### config.mk
export PLATFORM = sky130hd
export DESIGN_NAME = window_anagram_matcher
export DESIGN_NICKNAME = d
export VERILOG_FILES = /design/src/rtl/core/wam_pkg.sv /design/src/rtl/core/window_anagram_matcher.sv
export SDC_FILE = /design/constraint.sdc
export NUM_CORES = 2
export LEC_CHECK = 0
export BUFFER_PORTS_ARGS = -buffer_cell sky130_fd_sc_hd__buf_2
export CAP_MARGIN = 20
export CORE_UTILIZATION = 40
export DETAILED_ROUTE_END_ITERATION = 7
export SLEW_MARGIN = 20
export SYNTH_ARGS = -nofsm -noshare
export SYNTH_HDL_FRONTEND = slang
export SYNTH_SLANG_ARGS = --single-unit
### constraint.sdc
create_clock -name clk -period 11.35 [get_ports clk]
set_clock_uncertainty 0.05 [all_clocks]
set_input_delay 0.5675 -clock clk [delete_from_list [all_inputs] [get_ports clk]]
set_output_delay 0.5675 -clock clk [all_outputs]
set_load 0.03 [all_outputs]
### src/rtl/core/wam_pkg.sv
// ---------------------------------------------------------------------------
// wam_pkg: shared definitions for the window anagram matcher
// Default sizes and the packed widths of the stream words.
// ---------------------------------------------------------------------------
package wam_pkg;

  localparam int MAX_PATTERN_DEF = 256;
  localparam int ALPHABET_DEF    = 26;

  // Letter index width on the input word.
  localparam int CH_W = 5;

  // Stream word widths (fields packed from bit 0, padded to whole bytes).
  localparam int IN_DATA_W  = 8;
  localparam int IN_USER_W  = 2;
  localparam int OUT_DATA_W = 8;

  // Item kinds carried in the lowest tuser bit of the input word.
  localparam logic FUNC_PATTERN = 1'b0;
  localparam logic FUNC_TEXT    = 1'b1;

endpackage : wam_pkg

### src/rtl/core/window_anagram_matcher.sv
// ---------------------------------------------------------------------------
// window_anagram_matcher: sliding-window anagram search over a letter stream
// A result word appears in the cycle after its input word is taken.
// Throughput: one word per cycle while out_tready is high; the output register
// frees itself in the same cycle as it is drained, so in_tready stays high under full flow.
// Reset: synchronous, active low; histograms, lengths, pointers, the found
// flag and the output valid are cleared. The history ring is not cleared.
// ---------------------------------------------------------------------------
module window_anagram_matcher
  import wam_pkg::*;
#(
  parameter int MAX_PATTERN = MAX_PATTERN_DEF,
  parameter int ALPHABET    = ALPHABET_DEF
) (
  input  logic                  clk,
  input  logic                  rst_n,
  // Input stream.
  input  logic                  in_tvalid,
  output logic                  in_tready,
  input  logic [IN_DATA_W-1:0]  in_tdata,   // [4:0] ch, [7:5] zero
  input  logic [IN_USER_W-1:0]  in_tuser,   // [0] func, [1] first
  // Result stream.
  output logic                  out_tvalid,
  input  logic                  out_tready,
  output logic [OUT_DATA_W-1:0] out_tdata   // [0] match, [1] found,
                                            // [2] pattern_full, [7:3] zero
);

  // Length counters must hold MAX_PATTERN itself; ring pointers index it.
  localparam int LW = $clog2(MAX_PATTERN + 1);
  localparam int AW = (MAX_PATTERN > 1) ? $clog2(MAX_PATTERN) : 1;
  localparam int SW = LW + 1;

  // Stream handshake and field unpacking.
  logic            in_acc;
  logic            in_func;
  logic            in_first;
  logic [CH_W-1:0] in_ch;
  logic            ch_ok;

  assign in_acc   = in_tvalid & in_tready;
  assign in_func  = in_tuser[0];
  assign in_first = in_tuser[1];
  assign in_ch    = in_tdata[CH_W-1:0];
  // A letter beyond the alphabet is ignored, though clearing still happens.
  assign ch_ok    = (7'(in_ch) < 7'(ALPHABET));

  // Block state.
  logic [LW-1:0] pat_r   [ALPHABET];
  logic [LW-1:0] pat_nxt [ALPHABET];
  logic [LW-1:0] win_r   [ALPHABET];
  logic [LW-1:0] win_nxt [ALPHABET];
  logic [LW-1:0] plen_r, plen_nxt;
  logic [LW-1:0] tpos_r, tpos_nxt;
  logic [AW-1:0] wr_r, wr_nxt;
  logic          found_r, found_nxt;

  // Output register.
  logic out_valid_r, out_valid_nxt;
  logic match_r, match_nxt;
  logic outfound_r;
  logic full_r, full_nxt;

  // History ring: one write and one registered read per cycle. The read
  // port always prefetches the letter that leaves the window on the next
  // text word, so the eviction needs no extra cycle. When that letter is
  // the one being written in the same cycle it is bypassed around the
  // memory.
  logic [CH_W-1:0] ring [MAX_PATTERN];
  logic            ring_we;
  logic [AW-1:0]   ring_wa;
  logic [AW-1:0]   rd_addr;
  logic [SW-1:0]   rd_sum;
  logic [CH_W-1:0] rd_ch_r;
  logic            byp_r;
  logic [CH_W-1:0] byp_ch_r;
  logic [CH_W-1:0] old_ch;
  logic            drop_old;

  assign old_ch = byp_r ? byp_ch_r : rd_ch_r;

  // The input side waits only while a finished word is still unclaimed.
  assign in_tready = ~out_valid_r | out_tready;

  always_comb begin
    logic inc;
    logic dec;
    logic eq;
    pat_nxt   = pat_r;
    win_nxt   = win_r;
    plen_nxt  = plen_r;
    tpos_nxt  = tpos_r;
    wr_nxt    = wr_r;
    found_nxt = found_r;
    ring_we   = 1'b0;
    ring_wa   = wr_r;
    match_nxt = 1'b0;
    full_nxt  = 1'b0;
    drop_old  = 1'b0;
    eq        = 1'b1;
    inc       = 1'b0;
    dec       = 1'b0;

    if (in_acc) begin
      if (in_func == FUNC_PATTERN) begin
        if (in_first) begin
          for (int k = 0; k < ALPHABET; k++) pat_nxt[k] = '0;
          plen_nxt = '0;
        end
        // Any change of pattern restarts the text.
        for (int k = 0; k < ALPHABET; k++) win_nxt[k] = '0;
        tpos_nxt  = '0;
        wr_nxt    = '0;
        found_nxt = 1'b0;
        if (ch_ok) begin
          if (plen_nxt == LW'(MAX_PATTERN)) begin
            full_nxt = 1'b1;
          end else begin
            for (int k = 0; k < ALPHABET; k++) begin
              if (7'(in_ch) == 7'(k)) pat_nxt[k] = pat_nxt[k] + LW'(1);
            end
            plen_nxt = plen_nxt + LW'(1);
          end
        end
      end else begin
        if (in_first) begin
          for (int k = 0; k < ALPHABET; k++) win_nxt[k] = '0;
          tpos_nxt  = '0;
          wr_nxt    = '0;
          found_nxt = 1'b0;
        end
        if (ch_ok && (plen_r != '0)) begin
          // Once the window is full the oldest letter leaves it.
          drop_old = (tpos_nxt >= plen_r);
          for (int k = 0; k < ALPHABET; k++) begin
            inc = (7'(in_ch) == 7'(k));
            dec = drop_old && (7'(old_ch) == 7'(k)) && ((win_nxt[k] != '0) || inc);
            win_nxt[k] = win_nxt[k] + LW'(inc) - LW'(dec);
          end
          ring_we = 1'b1;
          ring_wa = wr_nxt;
          wr_nxt  = (wr_nxt == AW'(MAX_PATTERN - 1)) ? '0 : wr_nxt + AW'(1);
          if (tpos_nxt != LW'(MAX_PATTERN)) tpos_nxt = tpos_nxt + LW'(1);
        end
        for (int k = 0; k < ALPHABET; k++) begin
          if (pat_r[k] != win_nxt[k]) eq = 1'b0;
        end
        match_nxt = eq;
        if (eq) found_nxt = 1'b1;
      end
    end

    // Address of the letter that leaves the window next, modulo the ring.
    rd_sum = SW'(wr_nxt) + SW'(MAX_PATTERN) - SW'(plen_nxt);
    if (rd_sum >= SW'(MAX_PATTERN)) rd_sum = rd_sum - SW'(MAX_PATTERN);
    rd_addr = AW'(rd_sum);

    out_valid_nxt = in_acc | (out_valid_r & ~out_tready);
  end

  // Ring memory with registered read and write bypass.
  always_ff @(posedge clk) begin
    if (ring_we) ring[ring_wa] <= in_ch;
    rd_ch_r  <= ring[rd_addr];
    byp_r    <= ring_we && (ring_wa == rd_addr);
    byp_ch_r <= in_ch;
  end

  // Control state and output register.
  always_ff @(posedge clk) begin
    if (!rst_n) begin
      for (int k = 0; k < ALPHABET; k++) begin
        pat_r[k] <= '0;
        win_r[k] <= '0;
      end
      plen_r      <= '0;
      tpos_r      <= '0;
      wr_r        <= '0;
      found_r     <= 1'b0;
      out_valid_r <= 1'b0;
    end else begin
      pat_r       <= pat_nxt;
      win_r       <= win_nxt;
      plen_r      <= plen_nxt;
      tpos_r      <= tpos_nxt;
      wr_r        <= wr_nxt;
      found_r     <= found_nxt;
      out_valid_r <= out_valid_nxt;
    end
  end

  // Result payload is loaded with each accepted word and needs no reset.
  always_ff @(posedge clk) begin
    if (in_acc) begin
      match_r    <= match_nxt;
      outfound_r <= found_nxt;
      full_r     <= full_nxt;
    end
  end

  assign out_tvalid = out_valid_r;
  assign out_tdata  = {5'b0, full_r, outfound_r, match_r};

endmodule : window_anagram_matcher

==> results_dict.tcl <==
set metrics [dict create \
    status "finished clean" \
    hold_ws_ns 0.0313 \
    hp-class "primary input to register" \
    synth_xor_area_share_pct 5.08 \
    cts_buffer_depth 3 \
    async_flop_share_pct 0 \
    viasPerCell 6.06 \
    worst_pin_slew_ns 1.26 \
    gp_congestion 1.10 \
    clk_pin_slew_ns 0.06 \
    grt_pass1_wl_um 470000 \
    fp.dieH_um 487 \
    synth_top_family_by_area "simple AND/OR/NAND/NOR gates" \
    stdcell_area_um2 104000 \
    num-nets-final 8482 \
    peakVddDrop_v 0.000179 \
    finalSetupViolations 0 \
    worst_slack_ns 2.91 \
    dieArea_um2 237000 \
    clockRootBuffer "clkbuf_16" \
    wl_per_cell_um 28.9 \
    drt_iter0_markers 7903 \
    dp_hpwl_um 229000 \
    powerDensity_nw_per_um2 150 \
    ys_types 98 \
    fin_crit_ns 8.44 \
    syn_inst 8217 \
    arrival_ns 9.09 \
    start_util_pct 40.4 \
    layout_common_cells "edfxtp_1 (1283), nor2_1 (1116), nand2_1 (648)" \
    drcViolationCount 0 \
    cp-end-kind "register" \
    grt-ovfl-total 0 \
    grt_max_degree 130 \
    critPathKind "primary input to register" \
    max_slew_margin_pct 15.1 \
    ys_seq_area_share_pct 51.7 \
    clkLatencyLatePin_ns 0.92 \
    synth-seq-cells 1790 \
    io_buffers 15 \
    cts_setup_buffers 0 \
    tritoncts "yes" \
    drv_cap 0 \
    grt_pass1_vias 65400 \
    critPathMaxFanout 66 \
    yosys-top-cells-area "edfxtp_1 (41%), dfxtp_1 (11%), mux4_2 (10%)" \
    routed_wl_um 330000 \
    die_w_um 487 \
    startpoint_type "primary input" \
    synthFlopType "edfxtp_1" \
    muxShareOfSynthArea_pct 10.7 \
    cellLeakagePower_nw 35.7 \
    core_um2 233000 \
    cts_inserted_buffers 191 \
    final.setup.tns_ns 0 \
    cts.sink_count 1790 \
    yosys_warnings 0 \
    place_inst 11000 \
    hold_viol 0 \
    ioPinCount 24 \
    drv_slew 0 \
    finalNonFillerCells 11400 \
    mostFrequentLayoutCell "edfxtp_1" \
    cts.htree.levels 4 \
    synth_area_leader_cell "edfxtp_1" \
    synth_top_area_share_pct 40.9 \
    vias 69100 \
    rsz0062_at_grt "no" \
    antenna_found_initial 23 \
    dr.pass1.iters 6 \
    area_delta_synth_final_pct 10.9 \
    avgSynthCellArea_um2 11.5 \
    post-route-period-util_pct 74.4 \
    cp.required_ns 11.99 \
    synth_edf_count 1283 \
    nFillCells 21100 \
    max_freq_ghz 0.118 \
    drive_gt1_share_pct 11.7 \
    synth_compound_gate_area_share_pct 9.75 \
    synth_area_um2 94100 \
    r2r_setup_slack_ns 3.08 \
    rows 177 \
    synth-simple-area-share_pct 13.9 \
    post-place-ws_ns 2.53 \
    placed_area_um2 97700 \
    grt_usage_pct 27.3 \
    final_antenna_net_count 0 \
    synthAdderAreaFrac_pct 5.34 \
]
-- cell type report --
| type | count | area [µm²] | share of cell area (%) |
|---|---|---|---|
| multi-input cells | 5601 | 42500 | 40.7 |
| diodes | 13 | 32.5 | 0.0312 |
| flip-flops and latches | 1790 | 48700 | 46.6 |
| clock inverters | 118 | 1420 | 1.36 |
| well taps | 3132 | 3920 | 3.75 |
| clock buffers | 241 | 5160 | 4.94 |
| repair buffers | 148 | 1360 | 1.30 |
| inverters | 351 | 1330 | 1.28 |
-- critical path: stages --
cell,delay (ns)
buf_8,0.15
inv_8,0.39
nand2_1,0.23
ha_1,0.32
nand2b_1,0.14
a21oi_1,0.16
maj3_1,0.18
o21bai_1,0.06
a21o_1,0.18
a21o_1,0.18
a21o_1,0.17
a21o_1,0.17
a21o_1,0.22
nand2_1,0.72
nor2_1,0.12
ha_1,0.31
inv_1,0.04
ha_1,0.22
fa_1,0.49
a211o_1,0.33
and3_1,0.30
o311ai_0,0.95
or4b_2,0.65
a2111oi_0,0.43
nor4bb_1,0.46
nand4_1,0.18
nor4bb_1,0.35
a31o_1,0.21
-- registers in the layout (all words and copies together), names as in the netlist, named ones only --
register,count
byp_ch_r,5
byp_r,1
found_r,1
full_r,1
match_r,1
out_tvalid,1
outfound_r,1
pat_r,234
plen_r,8
rd_ch_r,5
ring,1280
tpos_r,9
win_r,234
wr_r,8
-- path summary, 6_finish.rpt --
path                                        startpoint                endpoint  cells after the start
worst max-delay path                       in_tuser[1]    outfound_r$_DFFE_PP_                     28
worst min-delay path                         in_tvalid   out_tvalid$_SDFF_PN0_                      3
worst max register to register    plen_r[0]$_SDFF_PN0_    outfound_r$_DFFE_PP_                     25
worst min register to register  tpos_r[8]$_SDFFE_PN0P_  tpos_r[8]$_SDFFE_PN0P_                      2
-- layer usage --
metal,vias up,track usage [%],wire length (µm)
li1,30200,-,-
met1,34700,36.1,133000
met2,3375,41.7,145000
met3,791,5.39,28900
met4,8,16.2,22200
met5,-,0,51
-- stage by stage --
step	util [%]	power, mW
5_1_grt	44.7	16.0
6_report	44.8	15.6
4_1_cts	44.7	15.7
2_1_floorplan	-	8.41
3_5_place_dp	41.9	9.24
3_3_place_gp	41.9	9.23
-- synth_stat cells (25+ instances only) --
| master | number |
|---|---|
| a2111oi_0 | 25 |
| a211o_1 | 29 |
| a211oi_1 | 60 |
| a21o_1 | 35 |
| a21oi_1 | 386 |
| a22oi_1 | 152 |
| a31oi_1 | 78 |
| and2_1 | 39 |
| and3_1 | 49 |
| buf_1 | 77 |
| buf_2 | 28 |
| clkbuf_1 | 362 |
| dfxtp_1 | 507 |
| edfxtp_1 | 1283 |
| fa_1 | 27 |
| ha_1 | 358 |
| inv_1 | 350 |
| mux2i_1 | 42 |
| mux4_2 | 420 |
| nand2_1 | 656 |
| nand2b_1 | 109 |
| nand3_1 | 190 |
| nand4_1 | 78 |
| nor2_1 | 1120 |
| nor2b_1 | 152 |
| nor3_1 | 139 |
| nor3b_1 | 25 |
| nor4_1 | 43 |
| nor4bb_1 | 30 |
| o2111ai_1 | 41 |
| o211ai_1 | 42 |
| o21ai_0 | 210 |
| o21bai_1 | 27 |
| o22ai_1 | 28 |
| o31ai_1 | 42 |
| or3_1 | 43 |
| xnor2_1 | 362 |
| xor2_1 | 181 |
-- cells by family after synthesis --
family | after synthesis
flip-flops | 1790
AO/OA/AOI/OAI | 1376
other | 1
multiplexers | 483
adder cells (fa/ha/maj) | 386
buffers and inverters | 830
AND/OR/NAND/NOR | 2807
XOR/XNOR | 544
-- where the power goes --
part | total [mW] | switching (mW) | internal [mW]
Combinational | 2.10 | 1.31 | 0.795
Clock | 6.48 | 2.83 | 3.65
Sequential | 7.03 | 0.0210 | 7.01
-- repair_timing --
action | in CTS | in global routing
setup endpoints to repair | 0 | 0
gates resized for setup | 0 | 0
hold buffers | 1 | 0
endpoints found under the hold margin | 8 | 0
No activity file was read; power rests on OpenSTA's default activity.
